File: src/rtl/core/sgb_fifo.sv
// Small register-based FIFO used for the command queue and the result buffer.
module sgb_fifo #(
    parameter int WIDTH = 8,
    parameter int DEPTH = 4,
    localparam int AW = $clog2(DEPTH),
    localparam int CW = $clog2(DEPTH + 1)
) (
    input  logic             i_clk,
    input  logic             i_rst_n,
    input  logic             i_push,
    input  logic [WIDTH-1:0] i_din,
    input  logic             i_pop,
    output logic [WIDTH-1:0] o_dout,
    output logic             o_empty,
    output logic             o_full,
    output logic [CW-1:0]    o_count
);

    logic [WIDTH-1:0] r_mem [DEPTH];
    logic [AW-1:0]    r_wp, n_wp;
    logic [AW-1:0]    r_rp, n_rp;
    logic [CW-1:0]    r_cnt, n_cnt;

    always_comb begin
        n_wp  = r_wp;
        n_rp  = r_rp;
        n_cnt = r_cnt;
        if (i_push) begin
            n_wp = (r_wp == AW'(DEPTH - 1)) ? '0 : r_wp + 1'b1;
        end
        if (i_pop) begin
            n_rp = (r_rp == AW'(DEPTH - 1)) ? '0 : r_rp + 1'b1;
        end
        if (i_push && !i_pop) begin
            n_cnt = r_cnt + 1'b1;
        end else if (i_pop && !i_push) begin
            n_cnt = r_cnt - 1'b1;
        end
    end

    always_ff @(posedge i_clk) begin
        if (!i_rst_n) begin
            r_wp  <= '0;
            r_rp  <= '0;
            r_cnt <= '0;
        end else begin
            r_wp  <= n_wp;
            r_rp  <= n_rp;
            r_cnt <= n_cnt;
        end
    end

    always_ff @(posedge i_clk) begin
        if (i_push) begin
            r_mem[r_wp] <= i_din;
        end
    end

    assign o_dout  = r_mem[r_rp];
    assign o_empty = (r_cnt == '0);
    assign o_full  = (r_cnt == CW'(DEPTH));
    assign o_count = r_cnt;

endmodule

File: config.mk
export PLATFORM = sky130hd
export DESIGN_NAME = sgb_fifo
export DESIGN_NICKNAME = d
export VERILOG_FILES = /design/src/rtl/core/sgb_fifo.sv
export SDC_FILE = /design/constraint.sdc
export NUM_CORES = 1
export LEC_CHECK = 0
export BUFFER_PORTS_ARGS = -buffer_cell sky130_fd_sc_hd__buf_2
export CORE_MARGIN = 5
export CORE_UTILIZATION = 59
export DETAILED_ROUTE_END_ITERATION = 6
export MAX_ROUTING_LAYER = met4
export PLACE_DENSITY = 0.93
export SYNTH_ARGS = -nofsm -noshare
export SYNTH_HDL_FRONTEND = slang
export SYNTH_SLANG_ARGS = --single-unit
File: constraint.sdc
create_clock -name i_clk -period 4.05 [get_ports i_clk]
set_input_delay 0.6075 -clock i_clk [delete_from_list [all_inputs] [get_ports i_clk]]
set_output_delay 0.6075 -clock i_clk [all_outputs]
set_load 0.02 [all_outputs]
==> results.json, run 1 <==
{
  "synth_top_area_cell": "edfxtp_1",
  "drc_errors": 0,
  "synth.top_cells.by_area": "edfxtp_1, dfxtp_1, mux4_2",
  "synthToLayoutAreaGrowth_pct": 13.79,
  "insertion_delay_ns": 0.34,
  "synth_fp_nets": 105,
  "syn-mean-instance-area_um2": 18.78,
  "design_area_um2": 1838,
  "cts-htree-levels": 2,
  "rsz0062_at_grt": "false",
  "cp.required_ns": 3.44,
  "wire_per_inst_um": 16.69,
  "worst_slack_ns": 1.698,
  "first_global_vias": 899,
  "arrival_ns": 1.74,
  "core_area_um2": 2686,
  "hold_slack_ns": 0.4750,
  "fin_nets": 134,
  "gp_congestion": 0.6704,
  "cts_buffer_depth": 2,
  "die_x_um": 62.33,
  "dp.cells": 139,
  "peakVddDrop_mv": 0.3627,
  "io_pins": 25,
  "clkSinkCount": 41,
  "cts_hold_buf": 0,
  "power.leakage_nw": 0.6905,
  "drive_gt1_frac": 0.3362,
  "cp_cell_sequence": "mux4_2 -> buf_2",
  "crit_type": "register to output pin",
  "dr.pass1.iters": 4,
  "synth_top_area_frac": 0.5949,
  "critPathCaptureType": "output pin",
  "routed_wl_mm": 2.453,
  "timing.final.hold_violations": 0,
  "cp_num_buf_inv": 1,
  "numCtsBuffers": 5,
  "cp_max_fo": 8,
  "setup_viol": 0,
  "fp.dieH_um": 62.33,
  "power_density_nw_per_um2": 467.2,
  "overflow": 0,
  "slew_viol_final": 0,
  "ys_warn_count": 0,
  "drtIter0Drc": 25,
  "yosysUniqueCellTypes": 20,
  "ys_seq_area_frac": 0.7064,
  "final_antenna_net_count": 0,
  "synth_area_um2": 1615,
  "worst_pin_slew_ns": 0.5225,
  "final_cells": 147,
  "n_fill_cell": 175,
  "fmax_mhz": 425.1,
  "critPathSlowestCell": "dfxtp_1",
  "row_count": 19,
  "antennaDiodeCount": 0,
  "critPathLaunchType": "register",
  "synthFlopType": "edfxtp_1",
  "outcome": "complete, no violations",
  "hp-class": "primary input to register",
  "post-route-min-period_ns": 2.352,
  "cp_top_family": "flip-flops",
  "syn_inst": 86,
  "dp_hpwl_mm": 1.807,
  "synth_enable_flop_cells": 32,
  "finClkSkew_ns": 0.008335,
  "layout_worst_path_cycle_share": 0.5808,
  "dr_total_vias": 813,
  "fin_setup_tns_ns": 0,
  "post_cts_buffers": 0,
  "max_cap_viol_count": 0,
  "grt_start_max_net_pins": 13,
  "grt_use_total": 0.1455,
  "start_util": 0.6013,
  "postPlaceCellArea_um2": 1758,
  "max_stage_delay_ns": 0.66,
  "cts_resized": 0,
  "io_buffers": 24,
  "place_ws_ns": 1.939,
  "synth-async-reset-ratio": 0,
  "tritoncts": "yes",
  "slew_headroom": 0.6512,
  "ys_seq_elements": 41,
  "die_area_um2": 3884,
  "cts_root_buf": "clkbuf_4",
  "grt_pass1_wl_mm": 4.202,
  "antenna_found_initial": 0,
  "clk_pin_slew_ns": 0.11,
  "via_per_inst": 5.531
}
final cells by class:
class | count | area, µm² | share of cell area
clock buffer | 8 | 80.08 | 0.04357
inverter | 4 | 15.01 | 0.008169
tap | 31 | 38.79 | 0.02110
timing repair buffer | 24 | 120.1 | 0.06535
multi-input combinational | 39 | 442.9 | 0.2410
sequential | 41 | 1141 | 0.6208
placed cells by master, fill, tap and decap left out, types with 2 or more instances in the layout:
master	count
buf_2	24
edfxtp_1	32
dfxtp_1	9
nor2b_1	5
and2_1	5
mux2i_1	4
ha_1	6
nor3_1	2
mux4_2	8
inv_1	4
clkbuf_4	5
cell families after synthesis:
group	count (synthesis)	share of synthesized area
AO/OA/AOI/OAI	3	0.01239
XOR/XNOR	2	0.01085
adder cells (fa/ha/maj)	7	0.05887
buffers and inverters	6	0.01936
flip-flops	41	0.7064
multiplexers	12	0.1363
AND/OR/NAND/NOR	15	0.05577
state kept, by name (all words and copies together), names as in the netlist, named ones only:
| name | count |
|---|---|
| r_mem | 32 |
| r_rp | 2 |
| o_count | 3 |
| r_wp | 2 |
synthesized netlist by cell type (2+ instances only):
cell	number
inv_1	4
dfxtp_1	9
nor2b_1	5
mux4_2	8
mux2i_1	4
edfxtp_1	32
and2_1	5
ha_1	6
nor3_1	2
final timing paths:
check,startpoint,endpoint,slack [ns],cells after the start
max,register,o_dout[4],1.70,2
min,i_din[5],r_mem[1][5],0.48,1
max reg2reg,o_count[0],o_count[2],2.56,4
min reg2reg,o_count[2],o_count[2],0.53,2
power by group:
part / internal [mW] / total (mW) / switching (mW)
combinational: 0.0526 / 0.118 / 0.0652
sequential: 0.478 / 0.498 / 0.0195
clock: 0.123 / 0.243 / 0.121
total: 0.654 / 0.859 / 0.205
stage by stage:
stage	power (mW)	utilization
floorplan	0.5850	-
global placement	0.6191	0.6544
detailed placement	0.6282	0.6544
CTS	0.8697	0.6842
global route	0.9074	0.6842
finish	0.8588	0.6842
layer usage:
metal  vias to the layer above  track usage  routed length [µm]
met3                         5      0.05766                 142
li1                        385            -                   -
met4                         0      0.05570                  43
met2                        27       0.2332                1302
met1                       396       0.1638                 965
met5                         -            -                   0
worst register-to-register path, stage by stage (launching register included):
cell	delay (ns)
dfxtp_1	0.38
fa_1	0.45
xor2_1	0.16
or3_1	0.30
a21boi_1	0.14
Note: power is estimated with default switching activity, not from simulation.
==> inputs of run 2 (changes only) <==
ABC_AREA = 1   (was unset)
CORE_UTILIZATION = 49   (was 59)
PLACE_DENSITY = 0.84   (was 0.93)
clock period = 2.1 ns   (was 4.05 ns; I/O delays follow)
==> run 2 against run 1 <==
Against the previous run:
- first-iteration DRC count rose by 110%
- sequential cell count unchanged
- clock skew is 0.0055 ns lower
==> results.json, run 2 <==
{
  "outcome": "complete, no violations",
  "rsz0062_at_grt": "false",
  "dp_hpwl_mm": 2.150,
  "crit_type": "register to output pin",
  "yosys-top-cells-count": "edfxtp_1, nor2_1, inv_1, o21ai_0, dfxtp_1",
  "fin_nets": 184,
  "gp_congestion": 0.7642,
  "drc_errors": 0,
  "seqPwrFrac": 0.617,
  "syn-mean-instance-area_um2": 12.23,
  "row_count": 21,
  "synthToLayoutAreaGrowth_pct": 12.88,
  "rrSetupSlack_ns": 0.79,
  "cp_cell_sequence": "inv_2 -> o21ai_0 -> o22ai_1 -> buf_2",
  "drtIter0Drc": 53,
  "switching_power_uw": 420.8,
  "via_per_inst": 5.170,
  "post-route-min-period_ns": 1.925,
  "timing.rr.end": "o_count[2]",
  "fin_util": 0.5631,
  "synth_fp_nets": 154,
  "cts_hold_buf": 0,
  "final_common_cell": "edfxtp_1",
  "layout_worst_path_cycle_share": 0.9165,
  "insertion_delay_ns": 0.33,
  "critPathLaunchType": "register",
  "overflow": 0,
  "fin_setup_tns_ns": 0,
  "ys_seq_area_frac": 0.6909,
  "critPathSlowestCell": "dfxtp_1",
  "synth_enable_flop_cells": 32,
  "synth_top_area_cell": "edfxtp_1",
  "cts_root_buf": "clkbuf_4",
  "synth.top_cells.by_area": "edfxtp_1, dfxtp_1, nor2_1",
  "synth_area_um2": 1652,
  "timing.final.hold_violations": 0,
  "core_area_um2": 3311,
  "arrival_ns": 1.61,
  "drive_gt1_frac": 0.2169,
  "p_clk_frac": 0.224,
  "max_stage_delay_ns": 0.56,
  "tritoncts": "yes",
  "largest_reg_flops": 32,
  "dr_total_vias": 1096,
  "power_density_nw_per_um2": 828.9,
  "io_buffers": 24,
  "die_area_um2": 4631,
  "setup_viol": 0,
  "r2r_start": "o_count[0]",
  "start_util": 0.4989,
  "fp.dieH_um": 68.06,
  "grt_start_max_net_pins": 17,
  "finClkSkew_ns": 0.002872,
  "io_pins": 25,
  "cp.required_ns": 1.78,
  "first_global_vias": 1129,
  "syn_inst": 135,
  "peakVddDrop_mv": 0.5234,
  "internal_power_mw": 1.125,
  "ys_seq_elements": 41,
  "ys_warn_count": 0,
  "final_antenna_net_count": 0,
  "max_cap_viol_count": 0,
  "rr_worst_depth": 7,
  "yosysUniqueCellTypes": 19,
  "wire_per_inst_um": 14.40,
  "combPwrFrac": 0.159,
  "critPathCaptureType": "output pin",
  "dr.pass1.iters": 6,
  "synth_top_area_frac": 0.5818,
  "antennaDiodeCount": 0,
  "synthFlopType": "edfxtp_1",
  "fmax_mhz": 519.6,
  "cts-htree-levels": 2,
  "clkSinkCount": 41,
  "routed_wl_mm": 3.053,
  "grt_pass1_wl_mm": 5.002,
  "post_cts_buffers": 0,
  "p_total_mw": 1.545,
  "slew_viol_final": 0,
  "clk_pin_slew_ns": 0.11,
  "power.leakage_nw": 0.7602,
  "cp_max_fo": 16,
  "die_x_um": 68.06,
  "hp-class": "primary input to register",
  "worst_pin_slew_ns": 0.3857,
  "synth-async-reset-ratio": 0,
  "mostFrequentLayoutCells": "edfxtp_1, buf_2, nor2_1, inv_1, o21ai_0",
  "grt_use_total": 0.1580,
  "hold_slack_ns": 0.1875,
  "dp.cells": 204,
  "slew_headroom": 0.7426,
  "cts_resized": 0,
  "netSwitchingFraction": 0.2723,
  "antenna_found_initial": 0,
  "synth_most_common_cell": "edfxtp_1",
  "top_register": "r_mem",
  "final_cells": 212,
  "numCtsBuffers": 5,
  "worstSetupEndpoint": "o_dout[3]",
  "cts_buffer_depth": 2
}
run 2: changes by cell type after synthesis, moves of 3 or more:
cell,previous run,this run
nor2_1,1,22
o21ai_0,1,15
inv_1,4,15
mux4_2,8,0
nand2_1,0,8
o22ai_1,0,8
and2_1,5,0
nor2b_1,5,0
mux2i_1,4,0
a21oi_1,0,3
run 2: area by class of cell:
| class | count | area, µm² |
|---|---|---|
| clock inverter | 3 | 12.51 |
| fill | 291 | 1446 |
| sequential | 41 | 1141 |
| inverter | 16 | 60.06 |
| tap | 46 | 57.56 |
| clock buffer | 5 | 37.54 |
| multi-input combinational | 76 | 427.9 |
| timing repair buffer | 25 | 127.6 |
run 2: worst min path at each step:
| stage | start | slack (ns) | cells after the start | to |
|---|---|---|---|---|
| floorplan | i_din[0] | 0.41 | 0 | r_mem[0][0] |
| global placement | r_wp[1] | 0.50 | 2 | r_wp[1] |
| detailed placement | r_wp[1] | 0.53 | 2 | r_wp[1] |
| CTS | i_din[5] | 0.17 | 1 | r_mem[2][5] |
| global route | i_din[1] | 0.17 | 1 | r_mem[1][1] |
| finish | i_din[5] | 0.19 | 1 | r_mem[2][5] |
run 2: routing by layer:
metal  track usage  wire [µm]  vias to the layer above
met5             -          0                        -
met4       0.08685         55                        0
met3       0.04269        166                        7
met2        0.2828       1635                       32
met1        0.1529       1195                      528
li1              -          -                      529
run 2: power groups by stage:
stage / Sequential, mW / Combinational, mW / Clock [mW]
3_3_place_gp: 0.968 / 0.233 / 0
4_1_cts: 0.954 / 0.248 / 0.357
2_1_floorplan: 0.973 / 0.155 / 0
3_5_place_dp: 0.972 / 0.247 / 0
6_report: 0.954 / 0.245 / 0.346
5_1_grt: 0.960 / 0.271 / 0.392
run 2: stage by stage:
step                      instance area, µm²  setup slack [ns]
final                                   1864            0.1753
after global routing                    1864           0.04443
after CTS                               1864            0.1322
after detailed placement                1814            0.4674
after global placement                  1814            0.5758
after floorplan                         1652            0.7344
run 2: kinds of logic (layout without fill, tap and decap cells):
| family | Yosys count | count (layout) | share of synthesized area |
|---|---|---|---|
| AOI/OAI and AO/OA | 30 | 30 | 0.1015 |
| and+or+nand+nor | 38 | 38 | 0.09470 |
| xor gates and xnor gates | 1 | 1 | 0.005304 |
| adders and majority gates | 7 | 7 | 0.05758 |
| buffers and inverters | 18 | 49 | 0.04999 |
| DFF | 41 | 41 | 0.6909 |
run 2: worst max-delay path: cells and delay by family, from the launching register on:
kind	cells	cell delay, ns
AOI/OAI and AO/OA	2	0.31
buffers and inverters	2	0.40
DFF	1	0.56
==> inputs of run 3 (changes only) <==
BUFFER_PORTS_ARGS = unset   (was -buffer_cell sky130_fd_sc_hd__buf_2)
CORE_UTILIZATION = 55   (was 49)
DONT_BUFFER_PORTS = 1   (was unset)
==> run 3 against run 2 <==
Against the previous run:
- routed wire length shrank 16%
- total power rose by 13%
- via count down 14%
- clock power is 73% higher
- die area is 9.3% lower
- critical path depth is 1 lower
- maximum frequency rose by 2.0%
- cell count decreased by 19%
- register-to-register slack worse by 0.05 ns
- critical endpoint is now o_dout[0]
- highest routed layer unchanged
==> results.json, run 3 (synthesis results as in run 2) <==
{
  "via_per_inst": 5.471,
  "hold_slack_ns": 0.06237,
  "post-route-min-period_ns": 1.887,
  "drtIter0Drc": 65,
  "fin_util": 0.6263,
  "dr.pass1.iters": 4,
  "overflow": 0,
  "dp_hpwl_mm": 1.839,
  "cts_buffer_depth": 2,
  "wire_per_inst_um": 14.94,
  "p_total_mw": 1.739,
  "slew_headroom": 0.5774,
  "hold_end": "r_mem[0][1]",
  "power_density_nw_per_um2": 981.8,
  "grt_use_total": 0.1456,
  "clk_pin_slew_ns": 0.12,
  "numCtsBuffers": 5,
  "fin_setup_tns_ns": 0,
  "mostFrequentLayoutCells": "edfxtp_1, nor2_1, inv_1, o21ai_0",
  "final_cells": 172,
  "arrival_ns": 1.57,
  "multi_input_area_um2": 427.9,
  "hp-class": "primary input to register",
  "start_util": 0.5838,
  "r2r_start": "o_count[0]",
  "rsz0062_at_grt": "false",
  "finClkSkew_ns": 0.01054,
  "hold_start": "i_din[1]",
  "clkSinkCount": 41,
  "max_cap_viol_count": 0,
  "worst_pin_slew_ns": 0.6290,
  "rr_worst_depth": 7,
  "slew_viol_final": 0,
  "drive_gt1_frac": 0.09929,
  "io_pins": 25,
  "die_x_um": 64.80,
  "cp.required_ns": 1.78,
  "n_fill_cell": 220,
  "setup_viol": 0,
  "area.sequential_um2": 1142,
  "cts-htree-levels": 2,
  "dr_total_vias": 941,
  "cp_max_fo": 17,
  "min_path_cells": 0,
  "final_antenna_net_count": 0,
  "synthToLayoutAreaGrowth_pct": 7.273,
  "fin_nets": 159,
  "io_buffers": 0,
  "fmax_mhz": 530.1,
  "peakVddDrop_mv": 0.5675,
  "top_register": "r_mem",
  "rrSetupSlack_ns": 0.74,
  "core_area_um2": 2829,
  "row_count": 19,
  "grt_start_max_net_pins": 18,
  "outcome": "complete, no violations",
  "largest_reg_flops": 32,
  "timing.rr.end": "o_count[2]",
  "routed_wl_mm": 2.569,
  "cts_hold_buf": 0,
  "final_common_cell": "edfxtp_1",
  "antennaDiodeCount": 0,
  "cts_root_buf": "clkbuf_4",
  "die_area_um2": 4199,
  "grt_pass1_wl_mm": 4.402,
  "dp.cells": 164,
  "tritoncts": "yes",
  "crit_type": "register to output pin",
  "fp.dieH_um": 64.80,
  "insertion_delay_ns": 0.33,
  "antenna_found_initial": 0,
  "critPathCaptureType": "output pin",
  "layout_worst_path_cycle_share": 0.8984,
  "critPathLaunchType": "register",
  "power.leakage_nw": 0.6818,
  "gp_congestion": 0.7351,
  "drc_errors": 0,
  "timing.final.hold_violations": 0,
  "first_global_vias": 938
}
==> run 3: final cells by class <==
cell class                      count  area share
Sequential cell                    41      0.6448
Multi-Input combinational cell     76      0.2415
Clock inverter                      3     0.03672
Inverter                           16     0.03390
Tap cell                           31     0.02189
Clock buffer                        5     0.02119
==> run 3: where the power goes <==
part | leakage (nW) | switching (mW) | internal, mW | total (mW)
Clock | 0.0552 | 0.231 | 0.369 | 0.599
Combinational | 0.258 | 0.125 | 0.0494 | 0.174
Sequential | 0.369 | 0.0460 | 0.920 | 0.966
==> run 3: layer usage <==
layer / track usage / part of all wire / wire length [µm]
met5: - / 0 / 0
met2: 0.2363 / 0.51 / 1320
met4: 0.04749 / 0.0093 / 24
met3: 0.06390 / 0.078 / 200
met1: 0.1610 / 0.40 / 1024
==> run 3: what timing repair did <==
item | 4_1_cts | 5_1_grt
endpoints found under the setup margin | 0 | 8
hold endpoints to repair | 0 | 0
buffers inserted | 0 | 0
resized for setup | 0 | 1
==> run 3: how the worst max path moves through the flow <==
stage,to,cells past startpoint,startpoint,slack [ns]
final,o_dout[0],3,register,0.21
after global routing,o_dout[4],3,register,0.06
after CTS,o_dout[0],3,register,0.08
after detailed placement,o_dout[0],3,register,0.47
after global placement,o_dout[0],3,register,0.52
after floorplan,o_count[2],10,i_pop,0.73
==> run 3: critical path, cell delays in order (launching register included) <==
cell and delay [ns]:
dfxtp_2 0.42, inv_2 0.26, o21ai_0 0.12, o22ai_1 0.43
==> run 3: stage by stage <==
stage	worst slack (ns)	instance area, µm²
floorplan	0.7344	1652
global placement	0.5189	1668
detailed placement	0.4733	1668
CTS	0.07596	1770
global route	0.05710	1772
finish	0.2134	1772
