## src/rtl/core/sgb_pkg.sv

```systemverilog
// Shared types, constants and arithmetic helpers of the separable Gaussian blur core.
package sgb_pkg;

    localparam int CHANNEL_BITS    = 16;
    localparam int DEF_MAX_WIDTH   = 2048;
    localparam int CFG_WIDTH_BITS  = 12;
    localparam int CFG_HEIGHT_BITS = 15;
    localparam int ROW_BITS        = 15;
    localparam int HEIGHT_LIMIT    = 16384;
    localparam int RESET_WIDTH     = 2048;
    localparam int RESET_HEIGHT    = 1080;
    localparam int ROW_SLOTS       = 8;
    localparam int SLOT_BITS       = 3;
    localparam int TAPS            = 5;
    localparam int WEIGHT_BITS     = 15;
    localparam int PROD_BITS       = CHANNEL_BITS + WEIGHT_BITS;
    localparam int SUM_BITS        = PROD_BITS + 3;
    localparam int FRAC_BITS       = 16;
    localparam int PIX_BITS        = 3 * CHANNEL_BITS;
    localparam int CMD_DEPTH       = 4;
    localparam int OUT_DEPTH       = 8;

    localparam logic [TAPS-1:0][WEIGHT_BITS-1:0] TAP_WEIGHT =
        {15'd7871, 15'd15329, 15'd19209, 15'd15329, 15'd7871};
    localparam logic [SUM_BITS-1:0] ROUND_CONST = SUM_BITS'(32768);
    localparam logic [SUM_BITS-1:0] CH_MAX      = SUM_BITS'({CHANNEL_BITS{1'b1}});

    typedef logic [CHANNEL_BITS-1:0] t_chan;
    typedef t_chan [2:0]             t_pix;
    typedef t_pix [TAPS-1:0]         t_win;
    typedef logic [PROD_BITS-1:0]    t_prod;
    typedef t_prod [TAPS-1:0]        t_prods;

    typedef enum logic {
        OP_PIXEL = 1'b0,
        OP_DRAIN = 1'b1
    } t_op;

    typedef enum logic {
        REG_WIDTH  = 1'b0,
        REG_HEIGHT = 1'b1
    } t_reg;

    typedef struct packed {
        logic [2:0]                     wr_mask;
        logic [SLOT_BITS-1:0]           wr_slot;
        t_win                           win;
        logic                           rd;
        logic [TAPS-1:0][SLOT_BITS-1:0] rd_slot;
        logic                           last;
    } t_cmd;

    typedef struct packed {
        logic last;
        t_pix pix;
    } t_res;

    function automatic t_prods weigh_taps(input t_chan [TAPS-1:0] v);
        t_prods p;
        for (int i = 0; i < TAPS; i++) begin
            p[i] = PROD_BITS'(v[i]) * PROD_BITS'(TAP_WEIGHT[i]);
        end
        return p;
    endfunction

    function automatic t_chan round_sat(input t_prods p);
        logic [SUM_BITS-1:0] acc;
        acc = ROUND_CONST;
        for (int i = 0; i < TAPS; i++) begin
            acc = acc + SUM_BITS'(p[i]);
        end
        acc = acc >> FRAC_BITS;
        if (acc > CH_MAX) begin
            acc = CH_MAX;
        end
        return acc[CHANNEL_BITS-1:0];
    endfunction

endpackage

```

## src/rtl/core/sgb_front.sv

```systemverilog
// Front end: accepts items, keeps frame position and pixel window, issues line-buffer commands.
module sgb_front
    import sgb_pkg::*;
#(
    parameter int MAX_WIDTH = DEF_MAX_WIDTH,
    localparam int COL_W = $clog2(MAX_WIDTH),
    localparam int WW    = $clog2(MAX_WIDTH + 1),
    localparam int LAG_W = $clog2(2 * MAX_WIDTH + 3)
) (
    input  logic                i_clk,
    input  logic                i_rst_n,
    input  logic                i_restart,
    input  logic [WW-1:0]       i_w,
    input  logic [ROW_BITS-1:0] i_h,
    input  logic                i_valid,
    output logic                o_ready,
    input  logic                i_op,
    input  t_chan               i_red,
    input  t_chan               i_green,
    input  t_chan               i_blue,
    input  logic                i_q_full,
    output logic                o_push,
    output t_cmd                o_cmd,
    output logic [COL_W-1:0]    o_wr_col,
    output logic [COL_W-1:0]    o_rd_col
);

    logic [COL_W-1:0]    r_in_col, n_in_col;
    logic [ROW_BITS-1:0] r_in_row, n_in_row;
    logic [LAG_W-1:0]    r_lag, n_lag;
    logic [COL_W-1:0]    r_out_x, n_out_x;
    logic [ROW_BITS-1:0] r_out_y, n_out_y;
    t_win                r_win, n_win;

    logic       accept, pix_phase, ignore, pix, c_end, lag_full, x_end, y_end;
    t_pix       p;
    t_win       win1;
    logic [2:0] mask;
    logic       rd;
    logic [TAPS-1:0][SLOT_BITS-1:0] rd_slot;
    logic signed [ROW_BITS+1:0] rr;
    logic signed [ROW_BITS+1:0] hmax;

    assign accept    = i_valid && !i_q_full;
    assign o_ready   = !i_q_full;
    assign pix_phase = r_in_row < i_h;
    assign ignore    = pix_phase && (t_op'(i_op) == OP_DRAIN);
    assign pix       = pix_phase && (t_op'(i_op) == OP_PIXEL);
    assign p         = {i_blue, i_green, i_red};
    assign c_end     = (WW'(r_in_col) + WW'(1)) >= i_w;
    assign lag_full  = r_lag >= (LAG_W'({i_w, 1'b0}) + LAG_W'(2));
    assign x_end     = (WW'(r_out_x) == (i_w - WW'(1)));
    assign y_end     = (r_out_y == (i_h - ROW_BITS'(1)));
    assign hmax      = $signed({2'b00, i_h}) - (ROW_BITS+2)'(1);

    always_comb begin
        for (int i = 0; i < TAPS; i++) begin
            rr = $signed({2'b00, r_out_y}) + (ROW_BITS+2)'(i) - (ROW_BITS+2)'(2);
            if (rr < 0) begin
                rr = '0;
            end
            if (rr > hmax) begin
                rr = hmax;
            end
            rd_slot[i] = rr[SLOT_BITS-1:0];
        end
    end

    always_comb begin
        n_in_col = r_in_col;
        n_in_row = r_in_row;
        n_lag    = r_lag;
        n_out_x  = r_out_x;
        n_out_y  = r_out_y;
        n_win    = r_win;
        win1     = r_win;
        mask     = '0;
        rd       = 1'b0;
        if (pix) begin
            win1    = (r_in_col == '0) ? {TAPS{p}} : {p, r_win[TAPS-1:1]};
            mask[0] = r_in_col >= COL_W'(2);
            mask[1] = c_end && (r_in_col != '0);
            mask[2] = c_end;
            if (c_end) begin
                n_win    = {p, p, win1[TAPS-1:2]};
                n_in_col = '0;
                n_in_row = r_in_row + 1'b1;
            end else begin
                n_win    = win1;
                n_in_col = r_in_col + 1'b1;
            end
        end
        if (!ignore) begin
            if (!lag_full) begin
                n_lag = r_lag + 1'b1;
            end else begin
                rd = 1'b1;
                if (x_end && y_end) begin
                    n_in_col = '0;
                    n_in_row = '0;
                    n_lag    = '0;
                    n_out_x  = '0;
                    n_out_y  = '0;
                end else if (x_end) begin
                    n_out_x = '0;
                    n_out_y = r_out_y + 1'b1;
                end else begin
                    n_out_x = r_out_x + 1'b1;
                end
            end
        end
    end

    always_ff @(posedge i_clk) begin
        if (!i_rst_n || i_restart) begin
            r_in_col <= '0;
            r_in_row <= '0;
            r_lag    <= '0;
            r_out_x  <= '0;
            r_out_y  <= '0;
        end else if (accept) begin
            r_in_col <= n_in_col;
            r_in_row <= n_in_row;
            r_lag    <= n_lag;
            r_out_x  <= n_out_x;
            r_out_y  <= n_out_y;
        end
    end

    always_ff @(posedge i_clk) begin
        if (accept) begin
            r_win <= n_win;
        end
    end

    assign o_push        = accept && !ignore && (rd || (mask != '0));
    assign o_cmd.wr_mask = mask;
    assign o_cmd.wr_slot = r_in_row[SLOT_BITS-1:0];
    assign o_cmd.win     = win1;
    assign o_cmd.rd      = rd;
    assign o_cmd.rd_slot = rd_slot;
    assign o_cmd.last    = x_end && y_end;
    assign o_wr_col      = r_in_col;
    assign o_rd_col      = r_out_x;

endmodule

```

## config.mk

```make
export PLATFORM = sky130hd
export DESIGN_NAME = sgb_front
export DESIGN_NICKNAME = d
export VERILOG_FILES = /design/src/rtl/core/sgb_pkg.sv /design/src/rtl/core/sgb_front.sv
export SDC_FILE = /design/constraint.sdc
export NUM_CORES = 1
export LEC_CHECK = 0
export ABC_AREA = 1
export BUFFER_PORTS_ARGS = -buffer_cell sky130_fd_sc_hd__buf_2
export CAP_MARGIN = 0
export CORE_ASPECT_RATIO = 1.25
export CORE_MARGIN = 10
export CORE_UTILIZATION = 45
export CTS_BUF_LIST = sky130_fd_sc_hd__clkbuf_4
export DETAILED_ROUTE_END_ITERATION = 8
export GPL_TIMING_DRIVEN = 0
export PLACE_DENSITY = 0.69
export SLEW_MARGIN = 25
export SYNTH_ARGS = -nofsm -noshare
export SYNTH_HDL_FRONTEND = slang
export SYNTH_SLANG_ARGS = --single-unit
```

## constraint.sdc

```tcl
create_clock -name i_clk -period 15.5 [get_ports i_clk]
set_clock_uncertainty 0.2 [all_clocks]
set_input_delay 3.1 -clock i_clk [delete_from_list [all_inputs] [get_ports i_clk]]
set_output_delay 3.1 -clock i_clk [all_outputs]
set_load 0.02 [all_outputs]
```

==> key figures, run 1 <==
Route
  • Vias: 23350
  • Drt wl/cell: 19.22 um
  • Initial DRC count: between 2000 and 2500
  • Average via count per standard cell: 5.328
  • Total Routed Length: around 84 mm
  • Drt first pass iters: 6
  • ANT nets after route: 0
  • # DRC: 0

Power and ir drop
  • Clk pwr share: 37.5%
  • Internal power: 1.415 mW
  • Power share of the combinational group: 18.5%
  • Maximum VDD drop: 0.06527 mV
  • Pwr/cell area: 78.10 nW/um2
  • Switching share of power: 31.67%
  • Leakage power: 13.15 nW
  • Psw: 655.8 uW
  • Reg power frac: approximately 44%

Setup path
  • Worst EP required: 12.20 ns
  • Setup crit end kind: primary output
  • FF-to-FF End: r_win[101]
  • Worst r2r src: o_wr_col[0]
  • Worst-path fanout max: 11
  • Crit path from: i_h[0]
  • Startpoint types: primary input
  • Crit-path leading delay family: simple AND/OR/NAND/NOR gates
  • Crit Path Category: primary input to primary output
  • Max incr delay on CP: about 0.77 ns
  • Cell mode on critical path: nand2_1
  • Worst Path Buf+Inv: 5
  • Cell depth of the worst flop-to-flop path: 17
  • CP cell instances: buf_2, inv_2, ha_1, nand3_1, nor3_1, nand2_1, inv_1, nand2_1, nor2_1, xor2_1, ha_1, nand2_1, nor4_1, nand2_1, inv_1, buf_2
  • Reg2reg setup slack: 10.60 ns
  • Crit path arrival time: a little under 7 ns
  • Slowest cell on the critical path: nor4_1

Die
  • Core Footprint: 49410 um2
  • Starting Density: 45.44%
  • I/O pin count: 368
  • Die area: 59290 um2
  • Die X: 219.8 um
  • Height of the chip: 269.7 um
  • # rows: 91

Synthesis
  • Post-synth ARST share: 0%
  • Post-Syn Instances: 3212
  • Syn. warnings: 0
  • Synthesized area per cell: 6.991 um2
  • Syn Nets: 3424
  • Most used flip-flop cell after synthesis: edfxtp_1
  • Post-synth cell types: 39
  • Sequential area share after synthesis: 37.89%
  • Yosys reg bits: 305
  • Mapped cell area: approximately 22000 um2
  • EDFF count, synth: 240

STA
  • Final Hold Fails: 0
  • Period minus WS final: 10.25 ns
  • Crit path setup slack, layout: 5.248 ns
  • Hold WS: around 0.32 ns
  • Setup TNS: 0 ns
  • Max frequency: 97.54 MHz
  • Worst rel slew slack: 39.43%
  • Fin crit share: 66.14%
  • Count of pins over their slew limit: 0
  • RSZ-0062 raised after global routing: false
  • Worst slew pin tran: 0.9002 ns
  • Setup violations, final: 0

Global routing
  • Initial antenna violation count: 9
  • First-pass GRT wire length: 129.4 mm
  • Largest net degree at the start of global routing: 25
  • Number of global-route vias before repair: 23240
  • Gr usage total: 27.80%
  • GRT overflow: 0

Run status
  • Status: finished clean

CTS
  • Clock latency on the worst-skew pair: ~0.87 ns
  • H-Tree Depth: 3
  • Clock Pin Slew Worst Setup and Hold Paths: 0.07 ns
  • CTS Root Cell: clkbuf_4
  • Max clock buf depth: 3
  • CTS tree: built
  • Hold bufs inserted after CTS: 0
  • Total setup buffers inserted after CTS: 0
  • Post-CTS sizing: 0
  • Clock sink count: 305
  • Cts bufs inserted: between 80 and 90

Finish
  • Net count, final: 3890
  • Fin cells: 4382
  • Sequential cell area: 8508 um2
  • Multi-input logic area: around 12000 um2
  • Synth-to-Final Area Change: 18.08%
  • Layout cells sized above 1: 15.56%
  • Design Area, Final: approximately 27000 um2
  • Filler cells: between 5000 and 6000

Min path
  • Hold_sp: r_lag[1]
  • End point of the worst hold path: r_lag[1]
  • Hold WC Path Type: register to register
  • Hold path cells: 2

Placed design
  • Dpl ws: 5.227 ns
  • Routability congestion estimate: 0.9316
  • Port bufs: 364
  • Area after DPL: 25440 um2
  • DPL Wire Length: ~66 mm
  • Placed Instances: about 4200

Run
  • Max_cap viols: 0
[synthesized netlist by cell type, types with 2 or more instances]
master	count	area share (%)
nand2_1	1007	17
o21ai_0	466	10
inv_1	413	6.9
edfxtp_1	240	32
nor2_1	181	3.0
nand3_1	145	3.2
ha_1	131	7.3
a21oi_1	99	2.2
clkbuf_1	79	1.3
o21ai_1	75	1.7
xor2_1	71	2.8
dfxtp_1	65	5.8
nor3_1	44	0.98
buf_2	36	0.80
nand4_1	36	1.0
buf_1	24	0.40
buf_4	13	0.43
nor4_1	13	0.36
xnor2_1	8	0.31
inv_2	7	0.12
a21o_1	6	0.20
nand3b_1	6	0.20
o21bai_1	6	0.20
nor2_2	5	0.14
nor3b_1	5	0.17
o21a_1	4	0.13
a31oi_1	3	0.084
and2_1	3	0.084
and3_1	3	0.084
buf_6	3	0.15
clkinv_1	3	0.050
nand2_2	3	0.084
nand3_2	2	0.089
nor2_4	2	0.10
[registers in the layout, indices dropped and copies added, names as in the netlist]
signal / cells
r_in_row: 15
o_wr_col: 11
r_win: 240
r_out_y: 15
r_lag: 13
o_rd_col: 11
[kinds of logic after synthesis]
| logic type | count (synthesis) | share of synthesized area, % |
|---|---|---|
| AO/OA/AOI/OAI | 661 | 14.95 |
| XOR/XNOR | 79 | 3.081 |
| adder cells (fa/ha/maj) | 131 | 7.300 |
| buffers and inverters | 578 | 10.18 |
| flip-flops | 305 | 37.89 |
| AND/OR/NAND/NOR | 1458 | 26.60 |
[area by class of cell]
type	instances	share of cell area, %
repair buffers	377	8.164
plain buffers	155	2.633
clock inverters	19	0.6371
clock buffers	119	3.370
inverters	423	5.989
multi-input cells	2329	44.01
well taps	651	3.072
diodes	4	0.03775
flip-flops and latches	305	32.09
[per-stage QoR]
step / power, mW / util (%)
CTS: 2.079 / 53.63
floorplan: 1.157 / -
global placement: 1.304 / 50.78
detailed placement: 1.308 / 51.48
global route: 2.158 / 53.65
finish: 2.071 / 53.65
[metal layers]
layer,track usage [%],up-vias,wire length [um]
li1,-,11510,-
met1,31.39,10610,31840
met2,46.70,998,40780
met3,8.078,219,7738
met4,13.90,8,3794
met5,0,-,51
[worst max-delay path by stage]
stage / end / slack [ns] / cells past startpoint
4_1_cts: o_cmd[0] / 5.19 / 16
3_5_place_dp: o_cmd[0] / 5.23 / 16
5_1_grt: o_cmd[0] / 4.77 / 16
3_3_place_gp: r_in_row[7] / 0.11 / 13
6_report: o_cmd[0] / 5.25 / 16
2_1_floorplan: r_in_row[7] / 4.11 / 11
[worst register-to-register path, delay by kind of cell (launching register included)]
family / cells / cell delay (ns)
and+or+nand+nor: 10 / 1.88
adders and majority gates: 2 / 0.54
AOI/OAI and AO/OA: 2 / 0.19
DFF: 1 / 0.63
buffers and inverters: 3 / 1.26
[power by group through the flow]
stage                     clock, mW  sequential, mW  combinational [mW]
after global routing          0.826           0.913               0.420
after CTS                     0.786           0.912               0.381
final                         0.776           0.912               0.382
after global placement            0           0.936               0.368
after detailed placement          0           0.929               0.379
after floorplan                   0           0.933               0.224
[cell usage in the layout (no fill, tap or decap), drive strengths merged, types with 65 or more instances in the layout]
cell type     n
buf         453
ha          131
xor2         71
dfxtp        65
nand3       147
nor2        189
nand2      1011
a21oi        99
clkbuf      198
edfxtp      240
o21ai       541
inv         423
Note: power is estimated with default switching activity, not from simulation.
==> run 2, diff against run 1 <==
clock period = 8.2 ns   (was 15.5 ns; I/O delays follow)
==> key figures, run 2 (synthesized netlist as in run 1, its figures left out) <==
Global routing
  • Gr usage total: 27.78% (about the same)
  • First-pass GRT wire length: 129.5 mm (about the same)
  • GRT overflow: 0 (unchanged)
  • Initial antenna violation count: 4 (-5)
  • Largest net degree at the start of global routing: 26 (+4.0%)
  • Number of global-route vias before repair: 23270 (+0.15%)

Finish
  • Reg with most FFs: r_win
  • Multi-input logic area: 11670 um2 (unchanged)
  • Design Area, Final: 26340 um2 (-0.65%)
  • Layout cells sized above 1: 15.48% (-0.078 points)
  • Net count, final: 3886 (-0.10%)
  • Synth-to-Final Area Change: 17.31%
  • Biggest regs: r_win: 240 flops, r_in_row: 15 flops, r_out_y: 15 flops
  • Commonest non-fill, non-tap cell in the layout: nand2_1
  • Most frequent cells in the layout: nand2_1, o21ai_0, inv_1
  • Number of flip-flops in the largest register: 240 (unchanged)
  • Filler cells: 5052 (+0.76%)
  • Sequential cell area: 8508 um2 (unchanged)

STA
  • RSZ-0062 raised after global routing: false
  • Setup violations, final: 0 (unchanged)
  • Final Hold Fails: 0 (unchanged)
  • Max frequency: 135.0 MHz
  • Count of pins over their slew limit: 0 (unchanged)
  • Fin crit share: 90.31%
  • Worst slew pin tran: 0.9189 ns (+0.01862 ns)
  • Hold WS: 0.3217 ns (-0.001307 ns)
  • Period minus WS final: between 7 and 8 ns
  • Worst rel slew slack: 38.18% (-1.3 points)

Power and ir drop
  • Maximum VDD drop: 0.09811 mV (+50%)
  • Reg power frac: 45.2% (+1.2 points)
  • Leakage power: 13.07 nW (-0.59%)
  • Clk pwr share: 36.0% (-1.5 points)
  • Psw: 1.219 mW (+86%)
  • Switching share of power: 31.97% (+0.29 points)
  • Internal power: 2.595 mW (+83%)
  • Power share of the combinational group: 18.8% (+0.3 points)
  • Pwr/cell area: 144.8 nW/um2 (+85%)

Route
  • Total Routed Length: 83.92 mm (-0.34%)
  • Drt wl/cell: 19.19 um (-0.13%)
  • ANT nets after route: 0 (unchanged)
  • Average via count per standard cell: 5.384 (+1.1%)
  • DR WL met3: 8.249 mm (+6.6%)
  • # DRC: 0 (unchanged)
  • Met2 wire len: 40.17 mm (-1.5%)
  • Drt first pass iters: 6 (unchanged)
  • Max layer used: met5
  • Metal1 wirelength: 31.43 mm (-1.3%)
  • Vias: 23550 (+0.84%)
  • Initial DRC count: 2254 (-2.0%)

CTS
  • Hold bufs inserted after CTS: 0 (unchanged)
  • Max clock buf depth: 3 (unchanged)
  • Post-CTS sizing: 0 (unchanged)
  • Clock sink count: 305 (unchanged)
  • Total setup buffers inserted after CTS: 0 (unchanged)
  • Cts bufs inserted: 85 (-2.3%)
  • Clock Pin Slew Worst Setup and Hold Paths: 0.07 ns (about the same)
  • CTS tree: built
  • Clock latency on the worst-skew pair: 0.83 ns (-0.04 ns)
  • CTS Root Cell: clkbuf_4
  • H-Tree Depth: 3 (unchanged)

Setup path
  • CP cell instances: buf_2, inv_2, ha_1, nand3_1, nor3_1, nand2_1, inv_1, nand2_1, nor2_1, xor2_1, ha_1, a21oi_1, o21bai_1, a21oi_1, nand3_1, o21ai_1, nand2_1, o21ai_0, buf_2
  • Worst Path Buf+Inv: 4 (-1)
  • Slowest cell on the critical path: xor2_1
  • Max incr delay on CP: 0.62 ns (-0.15 ns)
  • Cell mode on critical path: nand2_1
  • Setup crit end kind: primary output
  • Worst-path fanout max: 11 (unchanged)
  • Crit-path leading delay family: compound AO/OA/AOI/OAI gates
  • Crit Path Category: primary input to primary output
  • Startpoint types: primary input
  • Crit path arrival time: 5.57 ns (-1.38 ns)
  • Worst EP required: 6.36 ns (-5.84 ns)

Placed design
  • DPL Wire Length: 64.93 mm (-0.96%)
  • Port bufs: 364 (unchanged)
  • Area after DPL: 25350 um2 (-0.36%)
  • Routability congestion estimate: 0.9299 (-0.18%)

Die
  • I/O pin count: 368 (unchanged)
  • Die X: 219.8 um (unchanged)
  • Height of the chip: 269.7 um (unchanged)
  • # rows: 91 (unchanged)
  • Die area: 59290 um2 (unchanged)
  • Starting Density: 45.44% (unchanged)
  • Core Footprint: 49410 um2 (unchanged)

Run
  • Max_cap viols: 0 (unchanged)

Run status
  • Status: finished clean

Min path
  • Hold WC Path Type: register to register
==> run 2: cell count changes in the layout (fill, tap and decap cells not counted) <==
cell	change
buf_16	-7
clkinv_1	-3
diode_2	-2
bufinv_16	-2
buf_12	+5
inv_2	+1
clkinvlp_4	+1
clkinv_4	+1
inv_6	-1
clkbuf_4	-2
==> run 2: final timing paths <==
path	startpoint	end	slack [ns]	cells past startpoint
worst max-delay path	i_h[0]	o_cmd[10]	0.79	19
worst min-delay path	r_lag[1]	r_lag[1]	0.32	2
worst max register to register	o_wr_col[0]	r_win[149]	3.48	17
worst min register to register	r_lag[1]	r_lag[1]	0.32	2
==> run 2: cell type report <==
type / instances / share of cell area [%]
Sequential cell: 305 / 32.30
Clock buffer: 117 / 3.335
Tap cell: 651 / 3.092
Timing Repair Buffer: 375 / 7.866
Antenna cell: 2 / 0.01900
Buffer: 155 / 2.651
Multi-Input combinational cell: 2329 / 44.29
Inverter: 423 / 6.028
Clock inverter: 16 / 0.4133
==> run 2: routing by layer <==
| metal | track usage, % | vias up |
|---|---|---|
| met2 | 46.77 | 1061 |
| met5 | 0 | - |
| met4 | 13.97 | 4 |
| met1 | 31.67 | 10770 |
| li1 | - | 11500 |
| met3 | 7.383 | 218 |
==> run 2: power groups by stage <==
stage / Clock (mW) / Sequential [mW] / Combinational [mW]
6_report: 1.37 / 1.72 / 0.719
4_1_cts: 1.40 / 1.72 / 0.714
2_1_floorplan: 0 / 1.76 / 0.423
5_1_grt: 1.48 / 1.73 / 0.789
3_5_place_dp: 0 / 1.76 / 0.710
3_3_place_gp: 0 / 1.76 / 0.695
==> run 2: through the flow <==
stage	util (%)	instances	TNS, ns	setup slack (ns)	total power [mW]
finish	53.30	4373	0	0.7946	3.815
global placement	50.79	4227	-293.80	-1.469	2.458
floorplan	-	3212	0	1.121	2.182
CTS	53.29	4371	0	0.8217	3.841
global route	53.30	4372	0	0.3661	3.992
detailed placement	51.30	4238	0	0.8319	2.466
==> run 2: tightest hold or removal path, delay by kind of cell (launching register included) <==
| family | cells | cell delay (ns) |
|---|---|---|
| AOI/OAI and AO/OA | 1 | 0.06 |
| DFF | 1 | 0.33 |
| and+or+nand+nor | 1 | 0.08 |
